`config.mk`:
```
export PLATFORM = sky130hd
export DESIGN_NAME = stpn_front
export DESIGN_NICKNAME = d
export VERILOG_FILES = /design/src/rtl/core/silence_trim_peak_normalize_macros.svh /design/src/rtl/core/stpn_pkg.sv /design/src/rtl/core/stpn_front.sv
export SDC_FILE = /design/constraint.sdc
export NUM_CORES = 1
export LEC_CHECK = 0
export BUFFER_PORTS_ARGS = -buffer_cell sky130_fd_sc_hd__buf_2
export CAP_MARGIN = 5
export CORE_MARGIN = 3
export CORE_UTILIZATION = 50
export CTS_BUF_LIST = sky130_fd_sc_hd__clkbuf_16
export DETAILED_ROUTE_END_ITERATION = 8
export PLACE_DENSITY = 0.77
export SYNTH_ARGS = -nofsm -noshare
export SYNTH_HDL_FRONTEND = slang
export SYNTH_SLANG_ARGS = --single-unit
```
`constraint.sdc`:
```
create_clock -name clk_i -period 5.6 [get_ports clk_i]
set_clock_uncertainty 0.15 [all_clocks]
set_input_delay 0.56 -clock clk_i [delete_from_list [all_inputs] [get_ports clk_i]]
set_output_delay 0.56 -clock clk_i [all_outputs]
set_load 0.02 [all_outputs]
```
`src/rtl/core/silence_trim_peak_normalize_macros.svh`:
```
// Assertion macros for the silence trim block.
// Used by the top level; relies on clk_i and rst_ni in scope.
`ifndef SILENCE_TRIM_PEAK_NORMALIZE_MACROS_SVH
`define SILENCE_TRIM_PEAK_NORMALIZE_MACROS_SVH

// clocked check, disabled in reset
`define STPN_CHECK(lbl, prop) \
  lbl: assert property (@(posedge clk_i) disable iff (!rst_ni) (prop)) \
    else $error("stpn check failed");

// clocked check with a caller message
`define STPN_CHECK_MSG(lbl, prop, msg) \
  lbl: assert property (@(posedge clk_i) disable iff (!rst_ni) (prop)) \
    else $error(msg);

`endif

```
`src/rtl/core/stpn_pkg.sv`:
```
// Shared types and constants for the silence trim / peak normalize block.
// No dependencies.
package stpn_pkg;

  typedef enum logic [1:0] {
    REG_CHANNELS  = 2'd0,
    REG_THRESHOLD = 2'd1,
    REG_TARGET    = 2'd2,
    REG_MAXFRAMES = 2'd3
  } reg_idx_e;

  typedef enum logic [5:0] {
    ST_IDLE   = 6'b000001,
    ST_SCAN   = 6'b000010,
    ST_BOUND  = 6'b000100,
    ST_PEAK   = 6'b001000,
    ST_DIV    = 6'b010000,
    ST_RDWAIT = 6'b100000
  } back_state_e;

  localparam logic        OP_LOAD = 1'b0;
  localparam logic        OP_READ = 1'b1;

  localparam logic [3:0]  RST_CHANNELS  = 4'd2;
  localparam logic [14:0] RST_THRESHOLD = 15'd655;
  localparam logic [14:0] RST_TARGET    = 15'd32440;
  localparam logic [16:0] RST_MAXFRAMES = 17'd48000;
  localparam logic [15:0] UNITY_SCALE   = 16'd32768;
  localparam int          DIV_STEPS     = 30;

  typedef struct packed {
    logic               is_read;
    logic signed [15:0] sample;
    logic               last;
  } cmd_t;

  typedef struct packed {
    logic valid;
    cmd_t cmd;
  } q_stat_t;

endpackage

```
`src/rtl/core/stpn_front.sv`:
```
// Front end: accepts beats, classifies load/read, queues them for the back end.
// Depends on stpn_pkg.
module stpn_front (
  input  logic                 clk_i,
  input  logic                 rst_ni,
  input  logic                 in_valid_i,
  output logic                 in_ready_o,
  input  logic                 operation_i,
  input  logic signed [15:0]   sample_in_i,
  input  logic                 last_in_i,
  output stpn_pkg::q_stat_t    q_stat_o,
  input  logic                 pop_i
);

  stpn_pkg::cmd_t fifo_q [4];
  logic [1:0] wr_ptr_q, wr_ptr_d, rd_ptr_q, rd_ptr_d;
  logic [2:0] cnt_q, cnt_d;
  logic       push, pop;

  assign in_ready_o = (cnt_q != 3'd4);
  assign push = in_valid_i && in_ready_o;
  assign pop  = pop_i && (cnt_q != 3'd0);

  assign q_stat_o.valid = (cnt_q != 3'd0);
  assign q_stat_o.cmd   = fifo_q[rd_ptr_q];

  always_comb begin
    wr_ptr_d = push ? wr_ptr_q + 2'd1 : wr_ptr_q;
    rd_ptr_d = pop ? rd_ptr_q + 2'd1 : rd_ptr_q;
    cnt_d    = cnt_q + {2'b00, push} - {2'b00, pop};
  end

  always_ff @(posedge clk_i) begin
    if (push) begin
      fifo_q[wr_ptr_q].is_read <= (operation_i == stpn_pkg::OP_READ);
      fifo_q[wr_ptr_q].sample  <= sample_in_i;
      fifo_q[wr_ptr_q].last    <= last_in_i;
    end
  end

  always_ff @(posedge clk_i or negedge rst_ni) begin
    if (!rst_ni) begin
      wr_ptr_q <= '0;
      rd_ptr_q <= '0;
      cnt_q    <= '0;
    end else begin
      wr_ptr_q <= wr_ptr_d;
      rd_ptr_q <= rd_ptr_d;
      cnt_q    <= cnt_d;
    end
  end

endmodule

```
# Yosys cells after proc, flatten, opt, wreduce, memory -nomap -nowiden
# Memories as Yosys holds them, arrays and structs flattened.
# Index checks and enable logic that the tools add are counted.
# Widths: inputs -> output; s select.
# word_totals
ff_bits	7
latch_bits	0
ramBits	72
romBits	0
in_bits	22
out_inout_bits	20
mem_count	1
# classes
addsub	4
n_mul	0
div	0
n_lt_le_gt_ge	0
eq_ne	1
shift	0
muxes	2
bitwise_logic	0
n_reduce_logical	3
# mem_list
memory	depth	width	read_ports	rd_ports_with_merged_regs	wr	line	rtl
fifo_q	4	18	1	0	1	stpn_front.sv:15	stpn_pkg::cmd_t fifo_q [4];
# ops
op	count
$add 2x1->2 const B	2
$add 3x1->3	1
$ne 3x3->1 const B	1
$reduce_bool 3->1	1
$sub 3x1->3	1
$logic_and 1x1->1	2
$mux 1	2

# Logic depth before layout (Yosys ltp)
# Gate-level depths: netlist of run 1.
# logic_depth
word_depth	4
ltp_mapped	9
ltp_nobuf	9

# Worst setup path after synthesis of run 1
# OpenSTA, ideal clock, no wires.
# synth_path
kind	register to register
start	register cnt_q[1]
end	register cnt_q[2]
arrival_time_ns	1.945
required_time_ns	5.324
setup_slack_ns	3.379
stages_incl_launch_ff	10
path_buffers	0
synth_period_minus_slack_ns	2.221
path_cell_list	dfrtp_1 > nor3b_4 > nand2b_1 > ha_1 > inv_1 > ha_1 > inv_1 > fa_1 > xnor2_1 > xnor2_1
# synth_between
elab_chain_len	4
# synth_rtl
item	line	rtl
start, declared	stpn_front.sv:17	logic [2:0] cnt_q, cnt_d;
start signal, assigned	stpn_front.sv:49	cnt_q <= cnt_d;
$ne 3x3->1	stpn_front.sv:20	assign in_ready_o = (cnt_q != 3'd4);
$logic_and 1x1->1	stpn_front.sv:21	assign push = in_valid_i && in_ready_o;
$add 3x1->3	stpn_front.sv:30	cnt_d = cnt_q + {2'b00, push} - {2'b00, pop};
$sub 3x1->3 (*)	stpn_front.sv:30	
named net cnt_d[2]	stpn_front.sv:17	
# Mark *: on every way through the listed nets, which the timed path passes. The rest lies on a longest branch.
# A chain may end at the register's enable or synchronous reset.

==> results.py, run 1 <==
metrics = {
    "worst_setup_path": {
        "crit_family": "multiplexers",
        "arrival_ns": 1.86,
        "reg2reg_slack_ns": 3.20,
        "slowest_delay_ns": 0.58,
        "end_kind": "output pin",
        "critPathBufInv": 2,
        "slowest_stage": "mux4_2",
        "cp.required_ns": 4.89,
        "worstSetupPathType": "flop to output pin",
        "crit_path_start_kind": "flop",
        "critPathMaxFanout": 18,
        "crit_chain": "buf_4 > mux4_2 > buf_2",
    },
    "cts": {
        "htree_levels": 3,
        "post_cts_buffers": 0,
        "clk_pin_slew_ns": 0.06,
        "clock_path_buffers": 2,
        "cts_made_buffers": 9,
        "cts_sinks": 79,
        "cts_tree": "done",
        "ctsHoldBuffers": 1,
        "worstSkewPairLatency_ns": 0.33,
        "cts_resized": 0,
        "cts_root_buffer": "clkbuf_16",
    },
    "route": {
        "drtIter0Drc": 96,
        "drtAntennaViolNets": 0,
        "dr.pass1.iters": 4,
        "avgRoutedWirePerCell_um": 19.1,
        "vias": 1436,
        "drc": 0,
        "drt-total-wl_um": 5020,
        "via_per_inst": 5.48,
    },
    "status": {
        "status": "finished, final reports clean",
    },
    "logic_synthesis": {
        "synth_area_leaders": "edfxtp_1 (70%), mux4_2 (13%), dfrtp_1 (5.7%)",
        "syn_inst": 135,
        "syn_area_um2": 3070,
        "yosys.area.top_type_share_pct": 70.3,
        "ys_warn_count": 0,
        "yosysTopAreaCell": "edfxtp_1",
        "syn_avg_cell_area_um2": 22.8,
        "ys_ff_latch": 79,
        "synth_cell_types": 20,
        "synth_nets": 164,
        "seq_area_frac_synth_pct": 76.0,
    },
    "sta": {
        "rsz0062_at_grt": "no",
        "tightest_slew_ns": 0.932,
        "finalCritPeriodShare_pct": 45.9,
        "totalNegativeSetupSlack_ns": 0,
        "hold_violations": 0,
        "fmaxAchievable_mhz": 389,
        "hold_slack_ns": 0.297,
        "slew_headroom_pct": 37.8,
        "min_period_ns": 2.57,
        "worst_slack_ns": 3.03,
        "slew_viol_final": 0,
        "setup_viol": 0,
    },
    "pwr": {
        "p_int_mw": 1.41,
        "power_frac_seq_pct": 42.8,
        "clkPwrFrac_pct": 27.4,
        "swShare_pct": 31.5,
        "p_per_area_nw_per_um2": 564,
        "netSwitchingPower_mw": 0.649,
        "ir_drop_mv": 0.352,
        "leakagePower_nw": 1.30,
        "combPwrFrac_pct": 29.8,
    },
    "layout": {
        "drive_gt1_share_pct": 40.0,
        "diodes": 0,
        "fillers": 376,
        "multi_input_area_um2": 679,
        "layoutNonFillerInstCount": 262,
        "seq_area_um2": 2340,
        "design_area_um2": 3650,
        "syn_to_final_growth_pct": 18.7,
        "layout.nets": 214,
    },
    "run": {
        "cap_violations": 0,
    },
    "floorplanning": {
        "pin_count": 42,
        "die_x_um": 84.4,
        "fp-row-count": 27,
        "die_area_um2": 7130,
        "die_h_um": 84.4,
        "core_area_um2": 5710,
        "initial_utilization_pct": 53.8,
    },
    "global_routing": {
        "gr-total-overflow": 0,
        "grt_pass1_vias": 1568,
        "antenna_found_initial": 0,
        "track_usage_pct": 15.3,
        "grt_max_degree": 20,
        "grt_pass1_wl_um": 8010,
    },
    "worst_hold_path": {
        "hold_path_class": "input port to flop",
    },
    "placement": {
        "finalWeightedCongestion": 0.794,
        "port_buffers": 41,
        "post-place-cells": 245,
        "place_area_um2": 3340,
        "dpl_worst_slack_ns": 3.17,
    },
}
[state kept, by name, summed over array words and instances, names as in the netlist]
| register | cells |
|---|---|
| fifo_q | 72 |
| cnt_q | 3 |
| rd_ptr_q | 2 |
| wr_ptr_q | 2 |
[layout make-up]
cell class / count / share of cell area (%)
clock buffers: 9 / 6.17
clock inverters: 7 / 1.99
well taps: 72 / 2.47
flip-flops and latches: 79 / 64.0
repair buffers: 43 / 6.10
multi-input cells: 46 / 18.6
inverters: 6 / 0.617
[Yosys cell counts (all sizes together)]
library cell  number
buf                4
xnor2              3
and3b              4
xor2               1
nand4bb            2
nand2              1
ha                 6
nor3b              1
o311ai             1
o31a               1
edfxtp            72
o211ai             2
or3                1
dfrtp              7
nand2b             4
inv                6
mux4              18
fa                 1
[cells in the final DEF (no fill, tap or decap), types with 3 or more instances in the layout]
master / count
clkbuf_16: 9
and3b_1: 4
mux4_2: 18
xnor2_1: 3
buf_2: 41
edfxtp_1: 72
ha_1: 6
inv_1: 6
nand2b_1: 4
clkinvlp_4: 4
dfrtp_1: 7
[metrics by stage]
step | power [mW] | util (%)
CTS | 2.08 | 63.9
global route | 2.15 | 63.9
detailed placement | 1.52 | 58.5
global placement | 1.48 | 58.5
floorplan | 1.33 | -
finish | 2.06 | 63.9
[layer usage]
layer | GRT usage (%) | share of wire [%] | vias up
li1 | - | - | 656
met1 | 17.5 | 39 | 730
met2 | 26.6 | 55 | 46
met3 | 5.79 | 5.9 | 4
met4 | 5.04 | 0.58 | 0
met5 | 0 | 0 | -
[power by group through the flow]
stage | registers (mW) | logic (mW) | clock network (mW)
CTS | 0.884 | 0.629 | 0.571
detailed placement | 0.893 | 0.624 | 0
floorplan | 0.842 | 0.490 | 0
global route | 0.898 | 0.659 | 0.598
global placement | 0.879 | 0.600 | 0
finish | 0.882 | 0.614 | 0.563
[final timing paths]
| check | start | cells past startpoint | end |
|---|---|---|---|
| worst max-delay path | rd_ptr_q[0]$_DFFE_PN0P_ | 3 | q_stat_o[1] |
| worst min-delay path | sample_in_i[3] | 1 | fifo_q[2][4]$_DFFE_PP_ |
| worst max register to register | cnt_q[1]$_DFF_PN0_ | 9 | cnt_q[2]$_DFF_PN0_ |
| worst min register to register | rd_ptr_q[0]$_DFFE_PN0P_ | 1 | rd_ptr_q[0]$_DFFE_PN0P_ |
| max in group asynchronous | rst_ni | 2 | rd_ptr_q[1]$_DFFE_PN0P_ |
| min in group asynchronous | rst_ni | 2 | cnt_q[1]$_DFF_PN0_ |
[logic make-up (layout without fill, tap and decap cells)]
logic type               after synthesis  count (layout)  share of synthesized area [%]
AO/OA/AOI/OAI                          4               4                           1.06
XOR/XNOR                               4               4                           1.14
multiplexers                          18              18                           13.2
adder cells (fa/ha/maj)                7               7                           3.09
flip-flops                            79              79                           76.0
AND/OR/NAND/NOR                       13              13                           3.62
buffers and inverters                 10              65                           1.87
No activity file was read; power rests on OpenSTA's default activity.
==> inputs of run 2 (changes only) <==
- PLACE_DENSITY: 0.77 -> 0.8
- clock period: 5.6 -> 2.35 ns (I/O delays scaled with it)
==> results.py, run 2 (synthesis gave the netlist of run 1 again) <==
metrics = {
    "status": {
        "status": "finished, final reports clean",
    },
    "worst_setup_path": {
        "r2r-start": "cnt_q[2]$_DFF_PN0_",
        "crit_family": "adder cells",
        "slowest_stage": "dfrtp_2",
        "crit_chain": "o31a_1 > ha_1 > inv_1 > ha_1 > inv_1 > fa_2 > xnor2_2 > xnor2_1",
        "critPathBufInv": 2,
        "path_depth": 8,
        "end_kind": "flop",
        "crit_path_start_kind": "flop",
        "worstReg2RegEnd": "cnt_q[2]$_DFF_PN0_",
        "reg2reg_slack_ns": 0.11,
        "critPathMaxFanout": 5,
        "rr_worst_depth": 8,
        "arrival_ns": 2.33,
        "slowest_delay_ns": 0.43,
        "worstSetupPathType": "flop to flop",
        "cp.required_ns": 2.44,
    },
    "layout": {
        "largest_reg_flops": 72,
        "diodes": 0,
        "layout.nets": 243,
        "final_common_cell": "edfxtp_1",
        "design_area_um2": 3950,
        "fin_util_pct": 69.2,
        "drive_gt1_share_pct": 42.0,
        "layoutNonFillerInstCount": 291,
        "top_regs": "fifo_q x72, cnt_q x3",
        "mostFrequentLayoutCells": "edfxtp_1 (72), buf_2 (41), dlygate4sd3_1 (19)",
        "largest_register": "fifo_q",
        "syn_to_final_growth_pct": 28.5,
    },
    "cts": {
        "cts_sinks": 79,
        "cts_made_buffers": 9,
        "worstSkewPairLatency_ns": 0.33,
        "clock_path_buffers": 2,
        "htree_levels": 3,
        "cts_root_buffer": "clkbuf_16",
        "clk_pin_slew_ns": 0.06,
        "cts_tree": "done",
    },
    "floorplanning": {
        "die_x_um": 84.4,
        "core_area_um2": 5710,
        "die_area_um2": 7130,
        "fp-row-count": 27,
        "initial_utilization_pct": 53.8,
        "die_h_um": 84.4,
        "pin_count": 42,
    },
    "sta": {
        "totalNegativeSetupSlack_ns": 0,
        "slew_headroom_pct": 77.1,
        "fmaxAchievable_mhz": 446,
        "worst_slack_ns": 0.109,
        "hold_slack_ns": 0.0740,
        "hold_violations": 0,
        "setup_viol": 0,
        "tightest_slew_ns": 0.338,
        "finalCritPeriodShare_pct": 95.4,
        "slew_viol_final": 0,
        "min_period_ns": 2.24,
        "rsz0062_at_grt": "no",
    },
    "pwr": {
        "ir_drop_mv": 0.678,
        "p_per_area_nw_per_um2": 1290,
        "leakagePower_nw": 1.46,
        "total_power_mw": 5.09,
    },
    "run": {
        "cap_violations": 0,
    },
    "global_routing": {
        "gr-total-overflow": 0,
        "track_usage_pct": 15.7,
        "antenna_found_initial": 0,
        "grt_max_degree": 19,
        "grt_pass1_wl_um": 8220,
        "grt_pass1_vias": 1687,
    },
    "worst_hold_path": {
        "hold_depth": 3,
        "min_from": "pop_i",
        "hold_path_class": "input port to flop",
        "hold_end": "rd_ptr_q[1]$_DFFE_PN0P_",
    },
    "route": {
        "drt-total-wl_um": 5030,
        "vias": 1530,
        "drtAntennaViolNets": 0,
        "drc": 0,
        "avgRoutedWirePerCell_um": 17.3,
        "dr.pass1.iters": 5,
        "via_per_inst": 5.26,
        "drtIter0Drc": 64,
    },
    "placement": {
        "place_area_um2": 3410,
        "hpwl_um": 3140,
        "dpl_worst_slack_ns": -0.0369,
        "post-place-cells": 251,
        "finalWeightedCongestion": 0.790,
        "port_buffers": 41,
    },
}
## run 2: cell count changes in the layout (fill, tap and decap cells not counted), sizes merged
cell | before | now
buf | 42 | 53
clkinv | 1 | 2
clkinvlp | 4 | 1
dlygate4sd3 | 1 | 19
inv | 7 | 9
## run 2: worst max-delay path by stage
stage / from / endpoint / slack (ns)
finish: cnt_q[2]$_DFF_PN0_ / cnt_q[2]$_DFF_PN0_ / 0.11
floorplan: cnt_q[1]$_DFF_PN0_ / cnt_q[2]$_DFF_PN0_ / 0.13
detailed placement: cnt_q[1]$_DFF_PN0_ / cnt_q[2]$_DFF_PN0_ / -0.04
global placement: cnt_q[1]$_DFF_PN0_ / cnt_q[2]$_DFF_PN0_ / 0.16
global route: cnt_q[2]$_DFF_PN0_ / cnt_q[2]$_DFF_PN0_ / 0.02
CTS: cnt_q[2]$_DFF_PN0_ / cnt_q[2]$_DFF_PN0_ / 0.01
## run 2: cell type report
type | instances | area [um2]
Timing Repair Buffer | 72 | 510
Multi-Input combinational cell | 46 | 689
Sequential cell | 79 | 2340
Fill cell | 354 | 1760
Tap cell | 72 | 90.1
Clock buffer | 9 | 225
Inverter | 6 | 22.5
Clock inverter | 7 | 72.6
## run 2: per-layer routing
metal / wire length, um / up-vias / global-route usage (%)
li1: - / 713 / -
met1: 1890 / 768 / 17.0
met2: 2770 / 38 / 27.4
met3: 242 / 11 / 4.61
met4: 124 / 0 / 8.78
met5: 0 / - / 0
## run 2: report_power, final
part	switching [mW]	internal, mW
clock network	0.521	0.824
logic	0.918	0.817
registers	0.133	1.88
total	1.57	3.52
## run 2: tightest hold or removal path, stage by stage
cell and delay, ns:
buf_2 0.11, o311ai_1 0.09, xnor2_1 0.07
## run 2: what timing repair did
action / 4_1_cts / 5_1_grt
endpoints found under the hold margin: 79 / 0
gates resized for setup: 3 / 2
hold buffers: 19 / 0
setup endpoints to repair: 1 / 1
buffers inserted: 1 / 4
